<file path="src/sv/hsv_pkg.sv">
// Package for the HSV to RGB converter: field widths, hue constants, sector codes.
// Depends on nothing; every other file of the block uses it.
package hsv_pkg;

  // Port field widths
  localparam int HUE_W     = 18;
  localparam int COMP_IN_W = 16;
  localparam int COMP_OUT_W = 15;

  // Default number of fraction bits of saturation, value and the outputs
  localparam int DEF_COMPONENT_FRAC_BITS = 14;

  // Hue scale: 64 counts per degree
  localparam int HUE_FULL_TURN   = 23040;
  localparam int HUE_SECTOR      = 3840;
  localparam int HUE_HALF_SECTOR = 1920;
  // Six full turns, so that any 18-bit hue becomes non-negative
  localparam int HUE_BIAS        = 6 * HUE_FULL_TURN;

  // Sixty-degree sectors of the hue circle
  localparam logic [2:0] SEC_RED_YELLOW    = 3'd0;
  localparam logic [2:0] SEC_YELLOW_GREEN  = 3'd1;
  localparam logic [2:0] SEC_GREEN_CYAN    = 3'd2;
  localparam logic [2:0] SEC_CYAN_BLUE     = 3'd3;
  localparam logic [2:0] SEC_BLUE_MAGENTA  = 3'd4;
  localparam logic [2:0] SEC_MAGENTA_RED   = 3'd5;
  localparam logic [2:0] SECTORS           = 3'd6;

endpackage

</file>
<file path="src/sv/hsv_if.sv">
// Stream interfaces of the HSV to RGB converter: HSV input and RGB output channels.
// Depends on hsv_pkg for the field widths.
interface hsv_in_if;
  logic                                     valid;
  logic                                     ready;
  logic signed [hsv_pkg::HUE_W-1:0]         hue;
  logic signed [hsv_pkg::COMP_IN_W-1:0]     saturation;
  logic signed [hsv_pkg::COMP_IN_W-1:0]     brightness;

  modport source (output valid, output hue, output saturation, output brightness,
                  input ready);
  modport sink   (input valid, input hue, input saturation, input brightness,
                  output ready);
endinterface

interface rgb_out_if;
  logic                                valid;
  logic                                ready;
  logic [hsv_pkg::COMP_OUT_W-1:0]      red;
  logic [hsv_pkg::COMP_OUT_W-1:0]      green;
  logic [hsv_pkg::COMP_OUT_W-1:0]      blue;

  modport source (output valid, output red, output green, output blue, input ready);
  modport sink   (input valid, input red, input green, input blue, output ready);
endinterface

</file>
<file path="src/sv/hsv_to_rgb_converter.sv">
// HSV to RGB converter top level: six-stage pipeline, one pixel per clock unless rgb stalls.
// Depends on hsv_pkg and on the hsv_in_if / rgb_out_if stream interfaces.

// A pixel enters on the hsv channel and its color leaves on the rgb channel from
// the output register; the pipeline accepts one transaction every clock unless
// the rgb side stalls, and has no state between pixels. Hue is in degrees with
// 6 fraction bits and wraps into 0..360 for any value, negative hues included.
// Saturation and brightness are clamped to 0..1.0
// (1 << COMPONENT_FRAC_BITS) before use; red, green and blue come out in the
// same format. Throughput is one transaction per cycle while rgb takes results,
// with one register stage each for the three multiply-by-reciprocal steps
// (hue / 3840, sector mod 6, secondary / 3840), the two products of the
// datapath and the sector routing into the output register. When the rgb side
// stalls, the whole pipeline holds, and hsv.ready drops in the same cycle.
module hsv_to_rgb_converter #(
  parameter int COMPONENT_FRAC_BITS = hsv_pkg::DEF_COMPONENT_FRAC_BITS
) (
  input  logic       clk,
  input  logic       rst,
  hsv_in_if.sink     hsv,
  rgb_out_if.source  rgb
);
  import hsv_pkg::*;

  localparam int F    = COMPONENT_FRAC_BITS;
  localparam int CW   = F + 1;            // clamped component, 0..1 << F
  localparam int PW   = 2 * CW;           // v * s
  localparam int KW   = 12;               // position in sector, 0..3840
  localparam int CKW  = CW + KW;          // c * k
  localparam int UW   = CW + 4;           // (c * k + half sector) >> 8
  localparam int RECIP_SHIFT = 24;
  localparam int RECIP_15    = (1 << RECIP_SHIFT) / 15 + 1;
  localparam int RW   = 21;               // width of RECIP_15
  localparam int MQW  = UW + RW;
  localparam int ONE  = 1 << F;
  localparam int HALF = 1 << (F - 1);

  // Pipeline advances unless the output register holds a result nobody takes
  logic [6:1] vld;
  logic       advance;

  assign advance   = !vld[6] || rgb.ready;
  assign hsv.ready = advance;

  always_ff @(posedge clk) begin
    if (rst) begin
      vld <= '0;
    end else if (advance) begin
      vld <= {vld[5:1], hsv.valid};
    end
  end

  // ---------------------------------------------------------------------------
  // Stage 1: clamp s and v, bias the hue non-negative, estimate hue / 3840
  // ---------------------------------------------------------------------------
  int          s_int, v_int;
  logic [CW-1:0] s_cl, v_cl;
  logic [18:0] hp_c;
  logic [22:0] q_est;

  always_comb begin
    s_int = int'(hsv.saturation);
    v_int = int'(hsv.brightness);
    if (s_int < 0)        s_cl = '0;
    else if (s_int > ONE) s_cl = CW'(ONE);
    else                  s_cl = CW'(s_int);
    if (v_int < 0)        v_cl = '0;
    else if (v_int > ONE) v_cl = CW'(ONE);
    else                  v_cl = CW'(v_int);
    hp_c  = 19'(int'(hsv.hue) + HUE_BIAS);
    // floor(hp / 3840) = floor((hp >> 8) / 15), 15 by reciprocal 2185 / 2^15
    q_est = 23'(hp_c[18:8]) * 23'(2185);
  end

  logic [CW-1:0] s1, v1;
  logic [18:0]   hp1;
  logic [6:0]    q1;

  always_ff @(posedge clk) begin
    if (advance) begin
      s1  <= s_cl;
      v1  <= v_cl;
      hp1 <= hp_c;
      q1  <= q_est[21:15];
    end
  end

  // ---------------------------------------------------------------------------
  // Stage 2: remainder in the sector with one correction step; chroma product
  // ---------------------------------------------------------------------------
  logic [18:0] rem_t;
  logic [6:0]  q_fix;
  logic [KW-1:0] r_fix;

  always_comb begin
    rem_t = hp1 - 19'(q1) * 19'(HUE_SECTOR);
    if (rem_t >= 19'(HUE_SECTOR)) begin
      q_fix = q1 + 7'd1;
      r_fix = KW'(rem_t - 19'(HUE_SECTOR));
    end else begin
      q_fix = q1;
      r_fix = KW'(rem_t);
    end
  end

  logic [PW-1:0] vs2;
  logic [CW-1:0] v2;
  logic [6:0]    q2;
  logic [KW-1:0] r2;

  always_ff @(posedge clk) begin
    if (advance) begin
      vs2 <= PW'(v1) * PW'(s1);
      v2  <= v1;
      q2  <= q_fix;
      r2  <= r_fix;
    end
  end

  // ---------------------------------------------------------------------------
  // Stage 3: round chroma, sector = q mod 6, mirror the position on odd sectors
  // ---------------------------------------------------------------------------
  logic [PW:0]   c_sum;
  logic [CW-1:0] c_rnd;
  logic [11:0]   q6_mul;
  logic [6:0]    sec_t;
  logic [2:0]    sec_c;
  logic [KW-1:0] k_c;

  always_comb begin
    c_sum  = (PW+1)'(vs2) + (PW+1)'(HALF);
    c_rnd  = CW'(c_sum >> F);
    // q / 6 by reciprocal 43 / 256, exact for q up to 70
    q6_mul = 12'(q2) * 12'd43;
    sec_t  = q2 - 7'(q6_mul[11:8]) * 7'(SECTORS);
    if (sec_t >= 7'(SECTORS)) sec_c = 3'(sec_t - 7'(SECTORS));
    else                      sec_c = sec_t[2:0];
    k_c = sec_c[0] ? KW'(HUE_SECTOR) - r2 : r2;
  end

  logic [CW-1:0] c3, v3;
  logic [2:0]    sec3;
  logic [KW-1:0] k3;

  always_ff @(posedge clk) begin
    if (advance) begin
      c3   <= c_rnd;
      v3   <= v2;
      sec3 <= sec_c;
      k3   <= k_c;
    end
  end

  // ---------------------------------------------------------------------------
  // Stage 4: secondary product c * k and offset m = v - c
  // ---------------------------------------------------------------------------
  logic [CKW-1:0] ck4;
  logic [CW-1:0]  m4, v4;
  logic [2:0]     sec4;

  always_ff @(posedge clk) begin
    if (advance) begin
      ck4  <= CKW'(c3) * CKW'(k3);
      m4   <= v3 - c3;
      v4   <= v3;
      sec4 <= sec3;
    end
  end

  // ---------------------------------------------------------------------------
  // Stage 5: (c*k + 1920) / 3840 as ((c*k + 1920) >> 8) times reciprocal of 15
  // ---------------------------------------------------------------------------
  logic [CKW-1:0] ck_rnd;
  logic [UW-1:0]  u5;

  always_comb begin
    ck_rnd = ck4 + CKW'(HUE_HALF_SECTOR);
    u5     = UW'(ck_rnd >> 8);
  end

  logic [MQW-1:0] mq5;
  logic [CW-1:0]  m5, v5;
  logic [2:0]     sec5;

  always_ff @(posedge clk) begin
    if (advance) begin
      mq5  <= MQW'(u5) * MQW'(RECIP_15);
      m5   <= m4;
      v5   <= v4;
      sec5 <= sec4;
    end
  end

  // ---------------------------------------------------------------------------
  // Stage 6: finish x, route hi / mid / low by sector into the output register
  // ---------------------------------------------------------------------------
  logic [CW-1:0] x6, mid6;
  logic [CW-1:0] red_next, green_next, blue_next;

  always_comb begin
    x6   = CW'(mq5 >> RECIP_SHIFT);
    mid6 = x6 + m5;
    // hi = c + m is the clamped value itself
    case (sec5)
      SEC_RED_YELLOW: begin
        red_next = v5;   green_next = mid6; blue_next = m5;
      end
      SEC_YELLOW_GREEN: begin
        red_next = mid6; green_next = v5;   blue_next = m5;
      end
      SEC_GREEN_CYAN: begin
        red_next = m5;   green_next = v5;   blue_next = mid6;
      end
      SEC_CYAN_BLUE: begin
        red_next = m5;   green_next = mid6; blue_next = v5;
      end
      SEC_BLUE_MAGENTA: begin
        red_next = mid6; green_next = m5;   blue_next = v5;
      end
      default: begin
        red_next = v5;   green_next = m5;   blue_next = mid6;
      end
    endcase
  end

  logic [COMP_OUT_W-1:0] red, green, blue;

  always_ff @(posedge clk) begin
    if (advance) begin
      red   <= COMP_OUT_W'(red_next);
      green <= COMP_OUT_W'(green_next);
      blue  <= COMP_OUT_W'(blue_next);
    end
  end

  assign rgb.valid = vld[6];
  assign rgb.red   = red;
  assign rgb.green = green;
  assign rgb.blue  = blue;

endmodule
</file>
<file path="src/flat_wrapper.sv">
// flat-port wrapper written by rule: the top's interface ports become plain ports
module hsv_to_rgb_converter_flat import hsv_pkg::*;
#(
  parameter int COMPONENT_FRAC_BITS = hsv_pkg::DEF_COMPONENT_FRAC_BITS
)
  (clk, rst, hsv_valid, hsv_hue, hsv_saturation, hsv_brightness, hsv_ready, rgb_valid, rgb_red, rgb_green, rgb_blue, rgb_ready);
  hsv_in_if hsv_i ();
  rgb_out_if rgb_i ();
  input  logic clk;
  input  logic rst;
  input wire logic [$bits(hsv_i.valid)-1:0] hsv_valid;
  input wire logic [$bits(hsv_i.hue)-1:0] hsv_hue;
  input wire logic [$bits(hsv_i.saturation)-1:0] hsv_saturation;
  input wire logic [$bits(hsv_i.brightness)-1:0] hsv_brightness;
  output wire logic [$bits(hsv_i.ready)-1:0] hsv_ready;
  output wire logic [$bits(rgb_i.valid)-1:0] rgb_valid;
  output wire logic [$bits(rgb_i.red)-1:0] rgb_red;
  output wire logic [$bits(rgb_i.green)-1:0] rgb_green;
  output wire logic [$bits(rgb_i.blue)-1:0] rgb_blue;
  input wire logic [$bits(rgb_i.ready)-1:0] rgb_ready;
  assign hsv_i.valid = hsv_valid;
  assign hsv_i.hue = hsv_hue;
  assign hsv_i.saturation = hsv_saturation;
  assign hsv_i.brightness = hsv_brightness;
  assign hsv_ready = hsv_i.ready;
  assign rgb_valid = rgb_i.valid;
  assign rgb_red = rgb_i.red;
  assign rgb_green = rgb_i.green;
  assign rgb_blue = rgb_i.blue;
  assign rgb_i.ready = rgb_ready;
  hsv_to_rgb_converter #(.COMPONENT_FRAC_BITS(COMPONENT_FRAC_BITS)) u_core (.clk(clk), .rst(rst), .hsv(hsv_i), .rgb(rgb_i));
endmodule
</file>
<file path="config.mk">
export PLATFORM = sky130hd
export DESIGN_NAME = hsv_to_rgb_converter_flat
export DESIGN_NICKNAME = d
export VERILOG_FILES = /design/src/sv/hsv_pkg.sv /design/src/sv/hsv_if.sv /design/src/sv/hsv_to_rgb_converter.sv /design/src/flat_wrapper.sv
export SDC_FILE = /design/constraint.sdc
export NUM_CORES = 2
export LEC_CHECK = 0
export ABC_CLOCK_PERIOD_IN_PS = 7500
export BUFFER_PORTS_ARGS = -buffer_cell sky130_fd_sc_hd__buf_2
export CORE_AREA = 2 2 343 209
export DETAILED_ROUTE_END_ITERATION = 8
export DIE_AREA = 0 0 345 211
export GPL_TIMING_DRIVEN = 0
export PLACE_DENSITY = 0.6
export SYNTH_ARGS = -nofsm -noshare
export SYNTH_HDL_FRONTEND = slang
export SYNTH_SLANG_ARGS = --single-unit
</file>
<file path="constraint.sdc">
create_clock -name clk -period 7.5 [get_ports clk]
set_clock_uncertainty 0.1 [all_clocks]
set_input_delay 0.75 -clock clk [delete_from_list [all_inputs] [get_ports clk]]
set_output_delay 0.75 -clock clk [all_outputs]
set_load 0.005 [all_outputs]
</file>
After elaboration in Yosys (flattened, before gate mapping) --
Cells that the tools add are included.
Word-level totals: flip-flop bits (word level) 346, input port bits 54, output and inout port bits 47, word-level logic and storage cells 74
Cells by class: add/subtract/negate cells 11, multipliers 7, $lt $le $gt $ge 6, equal/unequal tests 4, mux-type cells 9, reduce and logical (&&, ||, !) cells 11
Operator list (number):
- $pmux 15 s2 | 3
- $mul 19x20->38 const B | 1
- $gt 16x16->1 const B | 2
- $lt 16x1->1 const B | 2
- $mux 15 | 2
- $add 29x14->29 const B | 1
- $mul 15x15->29 | 1
- $add 27x11->27 const B | 1
- $mul 15x12->27 | 1
- $mux 12 | 2
- $mul 11x12->22 const B | 1
- $add 18x19->19 const B | 1
- $ge 19x12->1 const B | 1
- $sub 19x19->19 | 1
- $reduce_or 2->1 | 8
- $add 15x15->15 | 1
- $sub 15x15->15 | 1
- $mul 7x6->12 const B | 1
- $sub 12x12->12 const A | 1
- $sub 12x12->12 const B | 1
- $mul 7x4->11 const B | 1
- $add 7x1->7 const B | 1
- $ge 7x3->1 const B | 1
- $mux 7 | 1
- other kinds (10) | 11

Depth between registers and ports, before layout --
depth in word-level cells 6, depth in mapped cells 25, gate-level depth less buffers 25

Least setup slack after synthesis --
No wires, ideal clock.
kind in2out, from input rgb_ready, to output hsv_ready, arrival time 6.668 ns, data required time 6.650 ns, slack -0.018 ns, cell stages on the path 2, path buffers 0, cells stage by stage nor2b_1 > inv_1
On the way: cells in the longest elaborated chain, start to end 1
Ends and longest elaborated chain:
- from (decl) | RTL line flat_wrapper.sv:20 | input wire logic [$bits(rgb_i.ready)-1:0] rgb_ready;
- $logic_or 1x1->1 | RTL line hsv_to_rgb_converter.sv:42 | assign advance = !vld[6] || rgb.ready;
- to (decl) | RTL line flat_wrapper.sv:15 | output wire logic [$bits(hsv_i.ready)-1:0] hsv_ready;
Every way passes these cells.

Worst setup path in the final report --
from register u_core.v1[5], to register u_core.vs2[28], data pin
On the way: cells in the longest elaborated chain, start to end 1
Ends and longest elaborated chain:
- from (decl) | RTL line hsv_to_rgb_converter.sv:75 | logic [CW-1:0] s1, v1;
- from (signal assigned) | RTL line hsv_to_rgb_converter.sv:82 | v1 <= v_cl;
- $mul 15x15->29 | RTL line hsv_to_rgb_converter.sv:113 | vs2 <= PW'(v1) * PW'(s1);
- to (signal assigned) | RTL line hsv_to_rgb_converter.sv:113
- to (decl) | RTL line hsv_to_rgb_converter.sv:106 | logic [PW-1:0] vs2;
Every way passes these cells. A chain may end at the register's enable or synchronous reset.

==> results by group <==
Worst setup path
  • Critical Path, Cell by Cell: clkbuf_2 > nand2_1 > fa_1 > inv_1 > fa_1 > fa_1 > inv_1 > fa_1 > fa_1 > inv_1 > fa_1 > ha_1 > nand3_1 > a211oi_1 > o21ai_1 > a2111o_1 > and4_1 > nor3_2 > nor2_1 > a211o_1
  • Critical Path Fanout Max: 10
  • Endpoint class of the critical path: flop
  • CP Launch Type: flop
  • R2r endpoint: u_core.vs2[28]
  • Worst EP arrival: approximately 7.4 ns
  • Largest delay contributor family on the critical path: adder cells
  • CP peak stage delay: roughly 0.60 ns
  • CP Buf/Inv Count: 4
  • Register-to-Register Setup Slack: 0.38 ns
  • Worst r2r path cells: 20
  • Worst Setup Path Type: flop to flop
  • CP dominant cell by count: fa_1
  • CP max stage cell: edfxtp_1
  • Worst r2r src: u_core.v1[5]
  • Worst endpoint required time: 7.75 ns

Clock tree
  • Root buf cell: clkbuf_16
  • Post-CTS setup repair buffer count: 0
  • CTS tree: yes
  • Clock-pin slew on the worst setup and hold paths: ~0.07 ns
  • Clock buffer depth: 3
  • Clock Latency Late Sink: ~0.61 ns
  • H-tree levels: 1
  • Total CTS buffers: 30
  • CTS Sinks: just over 300

STA
  • RSZ-0062 raised after global routing: no
  • Setup TNS: 0 ns
  • Max Clk Rate: between 0.1 and 0.15 GHz
  • Fin. Hold Viols: 0
  • Worst-Margin Slew: ~1.0 ns
  • Worst setup margin: 0.377 ns
  • Fin crit period: ~7.1 ns
  • Slew Limit Headroom: 0.328
  • Final Cycle Share: 0.950
  • Final Slew Violations: 0
  • Final setup viols: 0

GRT
  • Vias in the first global route: 22,522
  • Pin count of the biggest net entering global routing: 51
  • Initial antenna violation count: 4
  • First-pass GRT wire length: 125 mm
  • Total gr overflow: 0
  • Total GRT Usage: 0.220

Drt
  • Vias/cell: between 5 and 6
  • Initial DRC Count: between 1,500 and 2,000
  • Post-DRT Antenna Nets: 0
  • Vias post-DR: 21,596
  • Residual DRC: 0
  • Avg WL per Cell: roughly 19 µm
  • DR pass1 iterations: 6
  • WL final: approximately 77 mm

Logic synthesis
  • Synth Warn #: 0
  • Post-synthesis simple-gate area fraction: 0.130
  • Synth Area in Compound Gates: 0.0695
  • Cell Area, Synth: between 30,000 and 40,000 µm²
  • EDFF count, synth: between 200 and 300
  • Async S/R FF share, synth: 0
  • Mux cell area share after synthesis: 0.00502
  • Synth Area in Adders: 0.391
  • XOR/XNOR share of the synthesized area: 0.0460
  • Yosys top cell area share: 0.286
  • Unique masters post-synth: between 70 and 80
  • Post-synth top area cell: edfxtp_1
  • Syn_nets: roughly 3,800
  • Syn Area/Cell: around 10 µm²
  • Post-synth top flop: edfxtp_1
  • Syn Inst Count: a little under 3,000
  • Synth Register Bits: 303
  • Largest family of logic cells by synthesized area: adder cells
  • Synth area leaders: edfxtp_1, fa_1, ha_1
  • Seq/Total Area, Yosys: 0.290

Placement
  • Pre-CTS setup slack: between 0.05 and 0.06 ns
  • Hpwl dp: 63.5 mm
  • Buffers added on ports: 100
  • RD Place Congestion: between 0.9 and 1

Layout
  • Layout cells sized above 1: 0.0582
  • Nets: a little under 4,000
  • Antenna cells: 0
  • Fillers: 6,344
  • P&R area growth vs syn: 9.21%
  • Commonest non-fill, non-tap cell in the layout: inv_1
  • Commonest cells after routing, fill and taps aside: inv_1, ha_1, fa_1, nand2_1, edfxtp_1

Floorplanning
  • Core ar.: approximately 69,000 µm²
  • Die area: about 73,000 µm²
  • Row count: 75
  • Io pins: 101
  • Initial Utilization: 0.449
  • Horiz. Die Dim: ~350 µm
  • Die Span Y: 211 µm

Outcome
  • Outcome: finished clean

Run
  • Max Cap Viol: 0

Hold path
  • Hold endpoint: u_core.hp1[4]
  • Worst Hold Class: primary input to flop
  • Hold_sp: hsv_hue[4]
  • Hold depth: 1
[cells by family after synthesis]
group           Yosys count
mux                      15
simple gates            832
xor+xnor                162
buf+inv                 577
fa+ha+maj               755
flops                   303
compound gates          339
[layer usage]
layer  vias to the layer above  share of wire  GRT usage
met4                         0          0.017     0.0357
li1                      10104              -          -
met1                     10721           0.52      0.349
met2                       689           0.39      0.310
met5                         -              0          0
met3                        82          0.079     0.0461
[repair_timing]
item,4_1_cts,5_1_grt
hold buffers,0,0
resized for setup,0,21
endpoints found under the setup margin,0,2
[flip-flops by register name, indices dropped and copies added (netlist names)]
| name | count |
|---|---|
| u_core.s1 | 15 |
| u_core.sec4 | 3 |
| u_core.hp1 | 19 |
| u_core.q2 | 7 |
| u_core.m4 | 15 |
| u_core.v1 | 15 |
| u_core.q1 | 7 |
| u_core.v5 | 15 |
| u_core.r2 | 12 |
| u_core.v2 | 15 |
| u_core.mq5 | 15 |
| u_core.sec3 | 3 |
| u_core.m5 | 15 |
| u_core.c3 | 15 |
| u_core.rgb.red | 15 |
| u_core.rgb.green | 15 |
| u_core.v3 | 15 |
| u_core.vld | 6 |
| u_core.ck4 | 20 |
| u_core.v4 | 15 |
| u_core.rgb.blue | 15 |
| u_core.sec5 | 3 |
| u_core.k3 | 12 |
| u_core.vs2 | 16 |
[layout make-up]
cell class                 count  area (µm²)  share of cell area
inverter                     496        1870              0.0548
tap                          924        1160              0.0340
sequential                   303        9040               0.265
multi-input combinational   2103       20000               0.587
clock inverter                24         300             0.00882
buffer                        81         317             0.00930
clock buffer                  31         754              0.0222
timing repair buffer         107         641              0.0188
[synth_stat cells (4+ instances only)]
cell / number
xnor2_1: 115
nor2_1: 110
or3_1: 8
o21a_1: 13
a211oi_1: 16
nor3_1: 35
mux2i_1: 10
edfxtp_1: 297
a221o_1: 4
o22ai_1: 21
nor2b_1: 25
o221ai_1: 4
nand2b_1: 15
o31ai_1: 7
and2_1: 191
a2111oi_0: 4
o21ai_1: 32
a22oi_1: 13
a221oi_1: 5
a31oi_1: 8
fa_1: 364
a21o_1: 23
clkbuf_1: 80
or2_1: 4
o21bai_1: 7
a21boi_1: 4
o211ai_1: 8
nor3b_1: 4
nand2_1: 345
nand4_1: 15
o21ai_0: 42
nor4_1: 10
a21oi_1: 99
nand3_1: 35
inv_1: 495
dfxtp_1: 6
and3_1: 14
or2_2: 6
xor2_1: 46
ha_1: 391
[worst max-delay path by stage]
stage / start / endpoint / slack (ns) / cells after the start
finish: u_core.v1[5] / u_core.vs2[28] / 0.38 / 20
global route: u_core.v1[5] / u_core.vs2[28] / 0.13 / 20
CTS: u_core.v1[6] / u_core.vs2[28] / 0.006 / 20
detailed placement: u_core.v1[7] / u_core.vs2[28] / 0.05 / 18
global placement: rgb_ready / hsv_ready / -0.84 / 4
floorplan: rgb_ready / u_core.c3[0] / 1.22 / 2
[stage by stage]
| step | instance area, µm² | instances | hold WS, ns | util |
|---|---|---|---|---|
| 3_3_place_gp | 32800 | 4007 | 0.302 | 0.473 |
| 2_1_floorplan | 31200 | 2983 | 0.300 | - |
| 6_report | 34000 | 4069 | 0.220 | 0.490 |
| 5_1_grt | 34000 | 4069 | 0.187 | 0.490 |
| 3_5_place_dp | 33000 | 4014 | 0.305 | 0.475 |
| 4_1_cts | 34000 | 4069 | 0.183 | 0.490 |
Power is not shown: default switching activity piles up to over one toggle a cycle in this logic, so the estimate is an artifact.
